==> src/hdl/sgr_pkg.sv <==
// ----------------------------------------------------------------------------
// sgr_pkg: shared definitions for the swipe gesture recogniser
// Event kinds, direction codes and the fixed field widths of the block.
// ----------------------------------------------------------------------------
`default_nettype none

package sgr_pkg;

  // Field widths fixed by the event and result formats.
  localparam int unsigned KindW  = 2;
  localparam int unsigned CoordW = 16;
  localparam int unsigned DeltaW = CoordW + 1;
  localparam int unsigned SqW    = 2 * CoordW;
  localparam int unsigned DirW   = 2;
  localparam int unsigned ThrW   = 16;

  // Event kinds carried on the input tuser.
  localparam logic [KindW-1:0] KIND_START  = 2'd0;
  localparam logic [KindW-1:0] KIND_POINT  = 2'd1;
  localparam logic [KindW-1:0] KIND_FINISH = 2'd2;

  // Stroke direction codes.
  localparam logic [DirW-1:0] DIR_UP    = 2'd0;
  localparam logic [DirW-1:0] DIR_DOWN  = 2'd1;
  localparam logic [DirW-1:0] DIR_RIGHT = 2'd2;
  localparam logic [DirW-1:0] DIR_LEFT  = 2'd3;

endpackage

`default_nettype wire

==> src/hdl/swipe_gesture_recognizer.sv <==
// ----------------------------------------------------------------------------
// swipe_gesture_recognizer: pointer events to swipe directions
// Measures pointer movement against an anchor and keeps a short stroke list.
// ----------------------------------------------------------------------------
// A start word arms the block and sets the anchor. For a position word the
// threshold is squared in the cycle it is accepted; then dx and dy are
// squared in turn on the one shared multiplier, and the sum is compared and
// classified in the same cycle as dy is squared. A position that appends a
// direction then hands its word to the output register in ST_EMIT once the
// output is free. A finish word lists the stored directions, each fetched by
// the registered read of the stroke memory and then handed out, or sends a
// single empty-gesture word. The input is not ready while a word is being
// worked on, but it is ready while a finished result waits on the output.
// The threshold register may be written at any time the block is idle.
`default_nettype none

module swipe_gesture_recognizer #(
  parameter int unsigned MAX_STROKES = 8
) (
  input  wire logic        clk_i,
  input  wire logic        rst_ni,
  // Threshold register write channel
  input  wire logic        cfg_valid_i,
  output logic             cfg_ready_o,
  input  wire logic [15:0] cfg_data_i,
  // Event input
  input  wire logic        s_axis_tvalid,
  output logic             s_axis_tready,
  input  wire logic [31:0] s_axis_tdata,  // [15:0] pos_x, [31:16] pos_y
  input  wire logic [1:0]  s_axis_tuser,  // [1:0] kind
  // Result output
  output logic             m_axis_tvalid,
  input  wire logic        m_axis_tready,
  output logic [7:0]       m_axis_tdata,  // [1:0] direction, [7:2] zero
  output logic [1:0]       m_axis_tuser,  // [0] report, [1] empty_gesture
  output logic             m_axis_tlast   // is_last
);
  import sgr_pkg::*;

  localparam int unsigned CntW = $clog2(MAX_STROKES + 1);
  localparam int unsigned IdxW = (MAX_STROKES > 1) ? $clog2(MAX_STROKES) : 1;

  // Sequencer state codes.
  localparam logic [2:0] ST_IDLE = 3'd0;
  localparam logic [2:0] ST_SQX  = 3'd1;
  localparam logic [2:0] ST_SQY  = 3'd2;
  localparam logic [2:0] ST_EMIT = 3'd3;
  localparam logic [2:0] ST_RD   = 3'd4;
  localparam logic [2:0] ST_LOUT = 3'd5;

  logic [2:0]              state_q, state_d;
  logic                    armed_q, armed_d;
  logic [CntW-1:0]         count_q, count_d;
  logic [IdxW-1:0]         idx_q, idx_d;
  logic [ThrW-1:0]         thr_q, thr_d;
  logic [CoordW-1:0]       anchor_x_q, anchor_x_d;
  logic [CoordW-1:0]       anchor_y_q, anchor_y_d;
  logic [DirW-1:0]         last_dir_q, last_dir_d;
  logic signed [DeltaW-1:0] dx_q, dx_d;
  logic signed [DeltaW-1:0] dy_q, dy_d;
  logic [SqW-1:0]          acc_q, acc_d;
  logic [SqW-1:0]          thr2_q, thr2_d;
  logic [DirW-1:0]         pend_dir_q, pend_dir_d;
  logic                    pend_fin_q, pend_fin_d;
  logic                    out_valid_q, out_valid_d;
  logic [DirW-1:0]         out_dir_q, out_dir_d;
  logic                    out_rep_q, out_rep_d;
  logic                    out_last_q, out_last_d;
  logic                    out_empty_q, out_empty_d;

  logic [DirW-1:0]         store_mem [MAX_STROKES];
  logic [DirW-1:0]         rd_q;
  logic                    store_we;

  logic                    accept;
  logic                    out_free;
  logic [KindW-1:0]        in_kind;
  logic [CoordW-1:0]       in_x, in_y;
  logic signed [DeltaW-1:0] sq_op;
  logic [SqW-1:0]          sq;
  logic [SqW:0]            dist2;
  logic                    far;
  logic [DeltaW-1:0]       abs_x, abs_y;
  logic [DeltaW:0]         twice_x, twice_y;
  logic                    dir_ok;
  logic [DirW-1:0]         dir;
  logic                    list_last;

  // Handshakes and input unpacking.
  assign cfg_ready_o   = 1'b1;
  assign s_axis_tready = (state_q == ST_IDLE);
  assign accept        = s_axis_tvalid & s_axis_tready;
  assign out_free      = ~out_valid_q | m_axis_tready;
  assign in_kind       = s_axis_tuser;
  assign in_x          = s_axis_tdata[15:0];
  assign in_y          = s_axis_tdata[31:16];

  // Operand selection for the shared squaring unit.
  always_comb begin
    unique case (state_q)
      ST_SQX:  sq_op = dx_q;
      ST_SQY:  sq_op = dy_q;
      default: sq_op = $signed({1'b0, thr_q});
    endcase
  end

  sgr_square u_square (
    .op_i (sq_op),
    .sq_o (sq)
  );

  // Distance test and classification of the movement in the last step.
  assign dist2   = {1'b0, acc_q} + {1'b0, sq};
  assign far     = dist2 > {1'b0, thr2_q};
  assign abs_x   = dx_q[DeltaW-1] ? DeltaW'(-dx_q) : DeltaW'(dx_q);
  assign abs_y   = dy_q[DeltaW-1] ? DeltaW'(-dy_q) : DeltaW'(dy_q);
  assign twice_x = {abs_x, 1'b0};
  assign twice_y = {abs_y, 1'b0};

  always_comb begin
    dir_ok = 1'b1;
    priority if (dy_q < 0 && {1'b0, abs_y} >= twice_x) begin
      dir = DIR_UP;
    end else if (dy_q > 0 && {1'b0, abs_y} >= twice_x) begin
      dir = DIR_DOWN;
    end else if (dx_q > 0 && {1'b0, abs_x} >= twice_y) begin
      dir = DIR_RIGHT;
    end else if (dx_q < 0 && {1'b0, abs_x} >= twice_y) begin
      dir = DIR_LEFT;
    end else begin
      dir    = DIR_UP;
      dir_ok = 1'b0;
    end
  end

  assign list_last = (CntW'(idx_q) + CntW'(1)) == count_q;

  // Sequencer and datapath next-state logic.
  always_comb begin
    state_d     = state_q;
    armed_d     = armed_q;
    count_d     = count_q;
    idx_d       = idx_q;
    thr_d       = thr_q;
    anchor_x_d  = anchor_x_q;
    anchor_y_d  = anchor_y_q;
    last_dir_d  = last_dir_q;
    dx_d        = dx_q;
    dy_d        = dy_q;
    acc_d       = acc_q;
    thr2_d      = thr2_q;
    pend_dir_d  = pend_dir_q;
    pend_fin_d  = pend_fin_q;
    out_valid_d = out_valid_q & ~m_axis_tready;
    out_dir_d   = out_dir_q;
    out_rep_d   = out_rep_q;
    out_last_d  = out_last_q;
    out_empty_d = out_empty_q;
    store_we    = 1'b0;

    if (cfg_valid_i) begin
      thr_d = cfg_data_i;
    end

    unique case (state_q)
      ST_IDLE: begin
        if (accept) begin
          thr2_d = sq;
          dx_d   = $signed({in_x[CoordW-1], in_x}) - $signed({anchor_x_q[CoordW-1], anchor_x_q});
          dy_d   = $signed({in_y[CoordW-1], in_y}) - $signed({anchor_y_q[CoordW-1], anchor_y_q});
          if (in_kind == KIND_START) begin
            armed_d    = 1'b1;
            anchor_x_d = in_x;
            anchor_y_d = in_y;
            count_d    = '0;
          end else if (in_kind == KIND_POINT) begin
            if (armed_q) begin
              state_d = ST_SQX;
            end
          end else if (in_kind == KIND_FINISH) begin
            armed_d = 1'b0;
            idx_d   = '0;
            if (count_q == '0) begin
              pend_fin_d = 1'b1;
              pend_dir_d = DIR_UP;
              state_d    = ST_EMIT;
            end else begin
              state_d = ST_RD;
            end
          end
        end
      end
      ST_SQX: begin
        acc_d   = sq;
        state_d = ST_SQY;
      end
      ST_SQY: begin
        state_d = ST_IDLE;
        if (far) begin
          anchor_x_d = anchor_x_q + dx_q[CoordW-1:0];
          anchor_y_d = anchor_y_q + dy_q[CoordW-1:0];
          if (dir_ok && count_q < CntW'(MAX_STROKES) &&
              (count_q == '0 || last_dir_q != dir)) begin
            store_we   = 1'b1;
            count_d    = count_q + CntW'(1);
            last_dir_d = dir;
            pend_dir_d = dir;
            pend_fin_d = 1'b0;
            state_d    = ST_EMIT;
          end
        end
      end
      ST_EMIT: begin
        if (out_free) begin
          out_valid_d = 1'b1;
          out_dir_d   = pend_dir_q;
          out_rep_d   = pend_fin_q;
          out_last_d  = pend_fin_q;
          out_empty_d = pend_fin_q;
          state_d     = ST_IDLE;
        end
      end
      ST_RD: begin
        // The memory read of entry idx_q lands in rd_q at this edge.
        state_d = ST_LOUT;
      end
      ST_LOUT: begin
        if (out_free) begin
          out_valid_d = 1'b1;
          out_dir_d   = rd_q;
          out_rep_d   = 1'b1;
          out_last_d  = list_last;
          out_empty_d = 1'b0;
          if (list_last) begin
            state_d = ST_IDLE;
          end else begin
            idx_d   = idx_q + IdxW'(1);
            state_d = ST_RD;
          end
        end
      end
      default: begin
        state_d = ST_IDLE;
      end
    endcase
  end

  // Control and architectural state.
  always_ff @(posedge clk_i or negedge rst_ni) begin
    if (!rst_ni) begin
      state_q     <= ST_IDLE;
      armed_q     <= 1'b0;
      count_q     <= '0;
      idx_q       <= '0;
      thr_q       <= '0;
      anchor_x_q  <= '0;
      anchor_y_q  <= '0;
      out_valid_q <= 1'b0;
    end else begin
      state_q     <= state_d;
      armed_q     <= armed_d;
      count_q     <= count_d;
      idx_q       <= idx_d;
      thr_q       <= thr_d;
      anchor_x_q  <= anchor_x_d;
      anchor_y_q  <= anchor_y_d;
      out_valid_q <= out_valid_d;
    end
  end

  // Working registers and the output word.
  always_ff @(posedge clk_i) begin
    last_dir_q  <= last_dir_d;
    dx_q        <= dx_d;
    dy_q        <= dy_d;
    acc_q       <= acc_d;
    thr2_q      <= thr2_d;
    pend_dir_q  <= pend_dir_d;
    pend_fin_q  <= pend_fin_d;
    out_dir_q   <= out_dir_d;
    out_rep_q   <= out_rep_d;
    out_last_q  <= out_last_d;
    out_empty_q <= out_empty_d;
  end

  // Stroke memory: one write port at the fill count, one registered read.
  always_ff @(posedge clk_i) begin
    if (store_we) begin
      store_mem[count_q[IdxW-1:0]] <= dir;
    end
    rd_q <= store_mem[idx_q];
  end

  // Output packing.
  assign m_axis_tvalid = out_valid_q;
  assign m_axis_tdata  = {6'b0, out_dir_q};
  assign m_axis_tuser  = {out_empty_q, out_rep_q};
  assign m_axis_tlast  = out_last_q;

endmodule

`default_nettype wire

==> src/hdl/sgr_square.sv <==
// ----------------------------------------------------------------------------
// sgr_square: shared squaring unit
// Squares a signed delta or a zero-extended threshold. The magnitude never
// exceeds 65535, so the square always fits in 32 bits.
// ----------------------------------------------------------------------------
`default_nettype none

module sgr_square (
  input  wire logic signed [sgr_pkg::DeltaW-1:0] op_i,
  output logic             [sgr_pkg::SqW-1:0]    sq_o
);
  import sgr_pkg::*;

  logic signed [2*DeltaW-1:0] prod;

  // One signed multiplier; the upper bits are always zero for legal operands.
  assign prod = op_i * op_i;
  assign sq_o = prod[SqW-1:0];

endmodule

`default_nettype wire

==> config.mk <==
export PLATFORM = sky130hd
export DESIGN_NAME = swipe_gesture_recognizer
export DESIGN_NICKNAME = d
export VERILOG_FILES = /design/src/hdl/sgr_pkg.sv /design/src/hdl/swipe_gesture_recognizer.sv /design/src/hdl/sgr_square.sv
export SDC_FILE = /design/constraint.sdc
export NUM_CORES = 1
export LEC_CHECK = 0
export BUFFER_PORTS_ARGS = -buffer_cell sky130_fd_sc_hd__buf_2
export CAP_MARGIN = 20
export CORE_ASPECT_RATIO = 1.1
export CORE_MARGIN = 4
export CORE_UTILIZATION = 55
export CTS_BUF_LIST = sky130_fd_sc_hd__clkbuf_2 sky130_fd_sc_hd__clkbuf_4 sky130_fd_sc_hd__clkbuf_8
export CTS_CLUSTER_SIZE = 12
export DETAILED_ROUTE_END_ITERATION = 10
export PLACE_DENSITY = 0.75
export SLEW_MARGIN = 40
export SYNTH_ARGS = -nofsm -noshare
export SYNTH_HDL_FRONTEND = slang
export SYNTH_HIERARCHICAL = 1
export SYNTH_SLANG_ARGS = --single-unit
==> constraint.sdc <==
create_clock -name clk_i -period 14.8 [get_ports clk_i]
set_input_delay 3.7 -clock clk_i [delete_from_list [all_inputs] [get_ports clk_i]]
set_output_delay 3.7 -clock clk_i [all_outputs]
set_load 0.05 [all_outputs]
==> results of run 1 <==
[cell type report]
| type | count | area (um2) | area share, % |
|---|---|---|---|
| Clock inverter | 15 | 159 | 0.636 |
| Sequential cell | 186 | 5270 | 21.1 |
| Antenna cell | 1 | 2.50 | 0.0100 |
| Tap cell | 567 | 709 | 2.84 |
| Clock buffer | 17 | 234 | 0.937 |
| Multi-Input combinational cell | 1817 | 16400 | 65.8 |
| Inverter | 478 | 1790 | 7.19 |
| Timing Repair Buffer | 69 | 380 | 1.52 |
[flip-flops by register name, summed over array words and instances (netlist names), 2 cells and up]
register and flops:
acc_q 32, anchor_x_q 16, anchor_y_q 16, count_q 4, dx_q 17, dy_q 17, idx_q 3, last_dir_q 2
out_dir_q 2, pend_dir_q 2, rd_q 2, state_q 3, store_mem 16, thr2_q 32, thr_q 16
[worst max-delay path by stage]
stage / endpoint / slack [ns]
after global placement: pend_dir_q[1] / 2.05
after CTS: pend_dir_q[1] / 1.95
after global routing: pend_dir_q[1] / 1.04
after detailed placement: pend_fin_q / 2.02
after floorplan: anchor_x_q[10] / 2.45
final: pend_dir_q[1] / 1.86
[stage by stage]
stage	instance area, um2	hold slack (ns)	instances
2_1_floorplan	23800	0.446	2558
4_1_cts	24900	0.494	3148
6_report	25000	0.494	3150
3_5_place_dp	24500	0.466	3116
5_1_grt	25000	0.530	3150
3_3_place_gp	24500	0.459	3116
[routing by layer]
metal | global-route usage (%) | part of all wire [%] | up-vias
met2 | 43.6 | 51 | 528
met1 | 31.2 | 41 | 8993
met5 | 0 | 0.060 | -
li1 | - | - | 8539
met4 | 8.65 | 3.4 | 4
met3 | 3.16 | 4.7 | 119
[cell usage after synthesis, drive strengths merged, types with 14 or more instances]
cell	number
inv	478
fa	262
ha	245
nand2	202
a21oi	139
nor2	132
edfxtp	124
o21ai	102
xnor2	92
and2	69
clkbuf	60
dfrtp	60
nor3	55
xor2	45
a211oi	39
nand3	35
nor2b	32
nand2b	29
a21o	25
mux2	25
and3	23
or3	19
a22oi	17
buf	17
o21a	17
a31oi	15
nor4	15
nand4	14
o31ai	14
[cells in the final DEF (no fill, tap or decap), types with 14 or more instances in the layout]
cell                         n
sky130_fd_sc_hd__a21oi_1   133
sky130_fd_sc_hd__fa_1      262
sky130_fd_sc_hd__a31oi_1    15
sky130_fd_sc_hd__nand4_1    14
sky130_fd_sc_hd__o21ai_0    96
sky130_fd_sc_hd__nor2_1    129
sky130_fd_sc_hd__nand2_1   199
sky130_fd_sc_hd__a21o_1     25
sky130_fd_sc_hd__edfxtp_1  124
sky130_fd_sc_hd__and2_1     68
sky130_fd_sc_hd__mux2_2     25
sky130_fd_sc_hd__a22oi_1    17
sky130_fd_sc_hd__clkbuf_8   17
sky130_fd_sc_hd__nor2b_1    31
sky130_fd_sc_hd__buf_2      61
sky130_fd_sc_hd__nand3_1    35
sky130_fd_sc_hd__nand2b_1   29
sky130_fd_sc_hd__xnor2_1    92
sky130_fd_sc_hd__inv_1     477
sky130_fd_sc_hd__o21a_1     17
sky130_fd_sc_hd__or3_1      19
sky130_fd_sc_hd__dfrtp_1    60
sky130_fd_sc_hd__xor2_1     44
sky130_fd_sc_hd__nor3_1     49
sky130_fd_sc_hd__ha_1      245
sky130_fd_sc_hd__a211oi_1   39
sky130_fd_sc_hd__and3_1     23
[logic make-up (layout without fill, tap and decap cells)]
logic type / count (synthesis) / after routing
buffers and inverters: 555 / 579
other: 3 / 9
AND/OR/NAND/NOR: 651 / 651
XOR/XNOR: 138 / 138
AO/OA/AOI/OAI: 477 / 477
multiplexers: 36 / 36
flip-flops: 186 / 186
adder cells (fa/ha/maj): 507 / 507
[worst max-delay path: cells and delay by family (launching register included)]
kind                     cells  cell delay [ns]
XOR/XNOR                     2             0.26
adder cells (fa/ha/maj)      9             3.92
flip-flops                   1             0.50
AND/OR/NAND/NOR             10             2.46
buffers and inverters        9             1.29
AO/OA/AOI/OAI               18             4.21
==> results by group, run 1 <==
Worst setup path
  • Critical Path Start Type: flip-flop
  • Crit path arrival time: 13.19 ns
  • Worst stage delay on the critical path: 0.65 ns
  • FF-to-FF path depth: 48
  • Category of the most critical setup path: flip-flop to flip-flop
  • End of the worst register-to-register path: pend_dir_q[1]
  • Start point of the critical path: state_q[0]
  • Max FO, Critical Path: 50
  • Slowest stage cell on the critical path: sky130_fd_sc_hd__nand2_1
  • Startpoint of the lowest-slack register-to-register path: state_q[0]
  • Critical Path Sink Type: flip-flop
  • Top cell by count, worst path: sky130_fd_sc_hd__inv_1
  • Worst reg2reg setup slack: 1.86 ns
  • Crit path required time: 15.06 ns

Yosys
  • Area of the mapped netlist: 0.0238 mm2
  • Proportion of netlist area held by the largest area contributor: 22.1%
  • Post-synthesis share of cell area spent on full adders, half adders and majority gates: 35.0%
  • Dominant cells by area after synthesis: sky130_fd_sc_hd__fa_1 (22%), sky130_fd_sc_hd__edfxtp_1 (16%), sky130_fd_sc_hd__ha_1 (13%)
  • Area fraction in and, or, nand and nor cells after synthesis: 13.6%
  • Count of synthesis-stage warnings from yosys: 6
  • Combinational family with the most area after synthesis: adder cells
  • Fraction of registers with async set or reset after synthesis: 32.3%
  • Most area-hungry cell type in the Yosys netlist: sky130_fd_sc_hd__fa_1
  • Area fraction in compound gates after synthesis: 13.3%
  • Post-synthesis sequential area ratio: 22.2%
  • Count of mapped cells out of synthesis: 2553
  • Distinct cell type count of the synthesized netlist: 92
  • Mean instance size in the synthesized netlist: 9.31 um2
  • Number of flops mapped to enable cells by yosys: 124
  • FF+latch count, synth: 186
  • Most used DFF post-synth: sky130_fd_sc_hd__edfxtp_1
  • Portion of netlist area occupied by mux cells: 1.86%
  • XOR/XNOR Fraction of Synth Area: 5.17%

Hold path
  • Hold WC Path Type: flip-flop to flip-flop
  • End point of the most critical hold path: armed_q
  • Critical hold path startpoint: armed_q
  • Hold Path Stages: 2

Floorplan
  • Starting density of the core: 55.9%
  • DIE AREA: 0.0466 mm2
  • Placeable core area: 0.0425 mm2
  • I/O Pins: 69
  • Die outline height: 226 um
  • Number of cell rows: 79
  • Horizontal extent of the die: 206 um

Clock network
  • Clock transition at the register clock pins on the worst setup and hold paths after CTS: 0.11 ns
  • Inserted Clock Buffers: 17
  • CTS tree: built
  • Number of H-tree levels: 4
  • Clock net sink count: 186
  • Post-CTS Setup Inserts: 0
  • Clock network latency to the later pin of the worst-skew pair: 0.50 ns
  • Cts hold-fix bufs: 0
  • Clock root cell: sky130_fd_sc_hd__clkbuf_8
  • Count of instances resized after the clock tree is built: 0
  • Number of buffers on the longest clock path: 2

GRT
  • Aggregate global-route resource usage: 24.7%
  • Leftover overflow at the end of global routing: 0
  • Global-route wire length before repair: 92.7 mm
  • Number of antenna violations at the first check in global routing: 3
  • Vias in the first global route: 18800
  • Largest net degree at the start of global routing: 67

Drt
  • Total wire length: 56.5 mm
  • Residual DRC count: 0
  • Avg Vias per Cell: 5.77
  • Post-detailed-route count of antenna-violating nets: 0
  • Via total after detailed routing: 18200
  • Initial DRT Pass Iterations: 7
  • Routed length per placed instance: 17.9 um
  • DRC marker count from the first detailed-route iteration: 1196

STA
  • RSZ-0062 raised after global routing: false
  • Setup-failing EPs final: 0
  • Final min period: 12.94 ns
  • Part of the cycle the worst path needs: 87.4%
  • Max-slew violation total from the final report: 0
  • Relative slew slack: 44.0%
  • Accumulated negative setup slack: 0 ns
  • PnR worst setup slack: 1.86 ns
  • Maximum clock frequency: 0.0773 GHz
  • Final clock skew: 0.0208 ns
  • Final Hold Violating Endpoints: 0
  • Least-Margin Pin Slew: 0.839 ns

Placed design
  • Post-DP HPWL: 45.2 mm
  • Final GP Congestion: 0.931
  • Number of port buffers: 61
  • Setup Slack @ Placement: 2.02 ns

Final layout
  • Finished Core Util: 58.7%
  • Filler Cells Inserted: 3690
  • Nets: 3131
  • Fraction of final layout cells sized beyond drive strength 1: 7.09%
  • Layout area overhead: 5.05%

Status
  • Run status: finished clean

Run
  • Maxcap violations: 0
Power of run 1 is left out: the tool's default activity adds up to more than one toggle a clock period on the data nets, which glitch-free logic cannot reach.
==> run 2: changes to the inputs <==
--- a/config.mk
+++ b/config.mk
@@ -7,13 +7,15 @@
 export LEC_CHECK = 0
 export BUFFER_PORTS_ARGS = -buffer_cell sky130_fd_sc_hd__buf_2
 export CAP_MARGIN = 20
+export CELL_PAD_IN_SITES_DETAIL_PLACEMENT = 0
+export CELL_PAD_IN_SITES_GLOBAL_PLACEMENT = 1
 export CORE_ASPECT_RATIO = 1.1
 export CORE_MARGIN = 4
-export CORE_UTILIZATION = 55
+export CORE_UTILIZATION = 52
 export CTS_BUF_LIST = sky130_fd_sc_hd__clkbuf_2 sky130_fd_sc_hd__clkbuf_4 sky130_fd_sc_hd__clkbuf_8
 export CTS_CLUSTER_SIZE = 12
 export DETAILED_ROUTE_END_ITERATION = 10
-export PLACE_DENSITY = 0.75
+export PLACE_DENSITY = 0.87
 export SLEW_MARGIN = 40
 export SYNTH_ARGS = -nofsm -noshare
 export SYNTH_HDL_FRONTEND = slang
==> run 2 against run 1 <==
Fmax shrank 1.3%. Die area grew 5.6%. First-iteration DRC count shrank 1.6%. Wire length grew 0.88%. Critical path type unchanged. Largest cell class unchanged.
==> results by group, run 2 (synthesis results as in run 1) <==
Floorplan
  • Number of cell rows: 81 (was 79)
  • I/O Pins: 69 (unchanged)
  • Die outline height: 232 um (was 226 um)
  • DIE AREA: 0.0492 mm2 (was 0.0466 mm2)
  • Horizontal extent of the die: 212 um (was 206 um)
  • Starting density of the core: 53.1% (was 55.9%)
  • Placeable core area: 0.0448 mm2 (was 0.0425 mm2)

Worst setup path
  • CP top delay family: compound AO/OA/AOI/OAI gates (unchanged)
  • Top cell by count, worst path: sky130_fd_sc_hd__inv_1 (unchanged)
  • Slowest stage cell on the critical path: sky130_fd_sc_hd__nand2_1 (unchanged)
  • Worst reg2reg setup slack: 1.69 ns (was 1.86 ns)
  • Crit path required time: 15.22 ns (was 15.06 ns)
  • Number of buffers and inverters on the critical path: 8 (was 9)
  • Crit path arrival time: 13.52 ns (was 13.19 ns)
  • Category of the most critical setup path: flip-flop to flip-flop (unchanged)
  • End of the worst register-to-register path: anchor_y_q[13] (was pend_dir_q[1])
  • Startpoint of the lowest-slack register-to-register path: state_q[0] (unchanged)
  • Max FO, Critical Path: 50 (unchanged)
  • Start point of the critical path: state_q[0] (unchanged)
  • Critical Path Start Type: flip-flop (unchanged)
  • Critical Path Sink Type: flip-flop (unchanged)
  • FF-to-FF path depth: 46 (was 48)
  • Worst stage delay on the critical path: 0.68 ns (was 0.65 ns)

Clock network
  • Number of H-tree levels: 4 (unchanged)
  • Number of buffers on the longest clock path: 2 (unchanged)
  • Inserted Clock Buffers: 17 (unchanged)
  • Post-CTS Setup Inserts: 0 (unchanged)
  • Clock transition at the register clock pins on the worst setup and hold paths after CTS: 0.11 ns (about the same)
  • Clock net sink count: 186 (unchanged)
  • Count of instances resized after the clock tree is built: 0 (unchanged)
  • Cts hold-fix bufs: 0 (unchanged)
  • Clock root cell: sky130_fd_sc_hd__clkbuf_8 (unchanged)
  • CTS tree: built (unchanged)
  • Clock network latency to the later pin of the worst-skew pair: 0.54 ns (was 0.50 ns)

Drt
  • Post-detailed-route count of antenna-violating nets: 0 (unchanged)
  • Residual DRC count: 0 (unchanged)
  • Avg Vias per Cell: 5.69 (was 5.77)
  • Total wire length: 57.0 mm (was 56.5 mm)
  • Routed length per placed instance: 18.0 um (was 17.9 um)
  • Via total after detailed routing: 18000 (was 18200)
  • Initial DRT Pass Iterations: 7 (unchanged)
  • DRC marker count from the first detailed-route iteration: 1177 (was 1196)

Final layout
  • Most common library cell in the layout ignoring fill and taps: sky130_fd_sc_hd__inv_1 (unchanged)
  • Fraction of final layout cells sized beyond drive strength 1: 7.01% (was 7.09%)
  • Largest registers ranked by flip-flop count: acc_q x32, thr2_q x32 (unchanged)
  • Count of non-filler cells in the finished layout: 3167 (was 3150)
  • Most frequent cells in the layout: sky130_fd_sc_hd__inv_1 (477), sky130_fd_sc_hd__fa_1 (262), sky130_fd_sc_hd__ha_1 (245), sky130_fd_sc_hd__nand2_1 (201), sky130_fd_sc_hd__a21oi_1 (133) (was sky130_fd_sc_hd__inv_1 (477), sky130_fd_sc_hd__fa_1 (262), sky130_fd_sc_hd__ha_1 (245), sky130_fd_sc_hd__nand2_1 (199), sky130_fd_sc_hd__a21oi_1 (133))
  • Nets: 3131 (unchanged)
  • Layout area overhead: 5.18% (was 5.05%)

STA
  • Setup-failing EPs final: 0 (unchanged)
  • Final Hold Violating Endpoints: 0 (unchanged)
  • Max-slew violation total from the final report: 0 (unchanged)
  • Relative slew slack: 46.1% (was 44.0%)
  • Part of the cycle the worst path needs: 88.6% (was 87.4%)
  • Accumulated negative setup slack: 0 ns (unchanged)
  • Final clock skew: 0.0354 ns (was 0.0208 ns)
  • Least-Margin Pin Slew: 0.806 ns (was 0.839 ns)
  • Maximum clock frequency: 0.0763 GHz (was 0.0773 GHz)
  • Final min period: 13.11 ns (was 12.94 ns)
  • RSZ-0062 raised after global routing: false (unchanged)

GRT
  • Aggregate global-route resource usage: 23.6% (was 24.7%)
  • Vias in the first global route: 18700 (was 18800)
  • Largest net degree at the start of global routing: 67 (unchanged)
  • Global-route wire length before repair: 93.4 mm (was 92.7 mm)
  • Number of antenna violations at the first check in global routing: 3 (unchanged)
  • Leftover overflow at the end of global routing: 0 (unchanged)

Status
  • Run status: finished clean (unchanged)

Hold path
  • End point of the most critical hold path: armed_q (unchanged)
  • Critical hold path startpoint: armed_q (unchanged)
  • Hold Path Stages: 2 (unchanged)
  • Hold WC Path Type: flip-flop to flip-flop (unchanged)

Run
  • Maxcap violations: 0 (unchanged)

Placed design
  • Final GP Congestion: 0.922 (was 0.931)
  • Number of port buffers: 61 (unchanged)
  • Post-DP HPWL: 46.2 mm (was 45.2 mm)
  • Post-placement cell count: 3131 (was 3116)
## run 2: worst reg2reg max path, delay by kind of cell, from the launching register on
family | cells | cell delay, ns
AO/OA/AOI/OAI | 17 | 4.00
adder cells (fa/ha/maj) | 9 | 3.98
AND/OR/NAND/NOR | 9 | 2.31
buffers and inverters | 8 | 1.53
flip-flops | 1 | 0.50
multiplexers | 1 | 0.41
XOR/XNOR | 2 | 0.26
## run 2: metrics by stage
step                instance area [um2]  setup slack [ns]  hold slack [ns]  util [%]
floorplan                         23800              2.45            0.446         -
global placement                  24600              2.09            0.462      54.8
detailed placement                24600              1.75            0.468      54.9
CTS                               25000              1.72            0.497      55.8
global route                      25000             0.995            0.516      55.8
finish                            25000              1.69            0.494      55.8
## run 2: per-layer routing
layer  track usage, %  vias up  part of all wire, %
li1                 -     8548                    -
met1             28.7     8931                   41
met2             42.8      422                   52
met3             3.50      109                  3.9
met4             7.51        2                  3.0
met5                0        -                0.012
## run 2: worst max path at each step
stage	end	slack (ns)	cells after the start
finish	anchor_y_q[13]	1.69	46
global route	anchor_y_q[13]	0.99	46
CTS	anchor_y_q[13]	1.72	46
detailed placement	anchor_y_q[13]	1.75	46
global placement	anchor_y_q[13]	2.09	47
floorplan	anchor_x_q[10]	2.45	48
## run 2: layout make-up
class | count | area (um2)
multi-input cells | 1817 | 16400
inverters | 478 | 1790
clock inverters | 15 | 180
fillers | 4051 | 19800
repair buffers | 69 | 373
diodes | 4 | 10.0
flip-flops and latches | 186 | 5270
well taps | 581 | 727
clock buffers | 17 | 234
Power of run 2 is left out for the same reason.
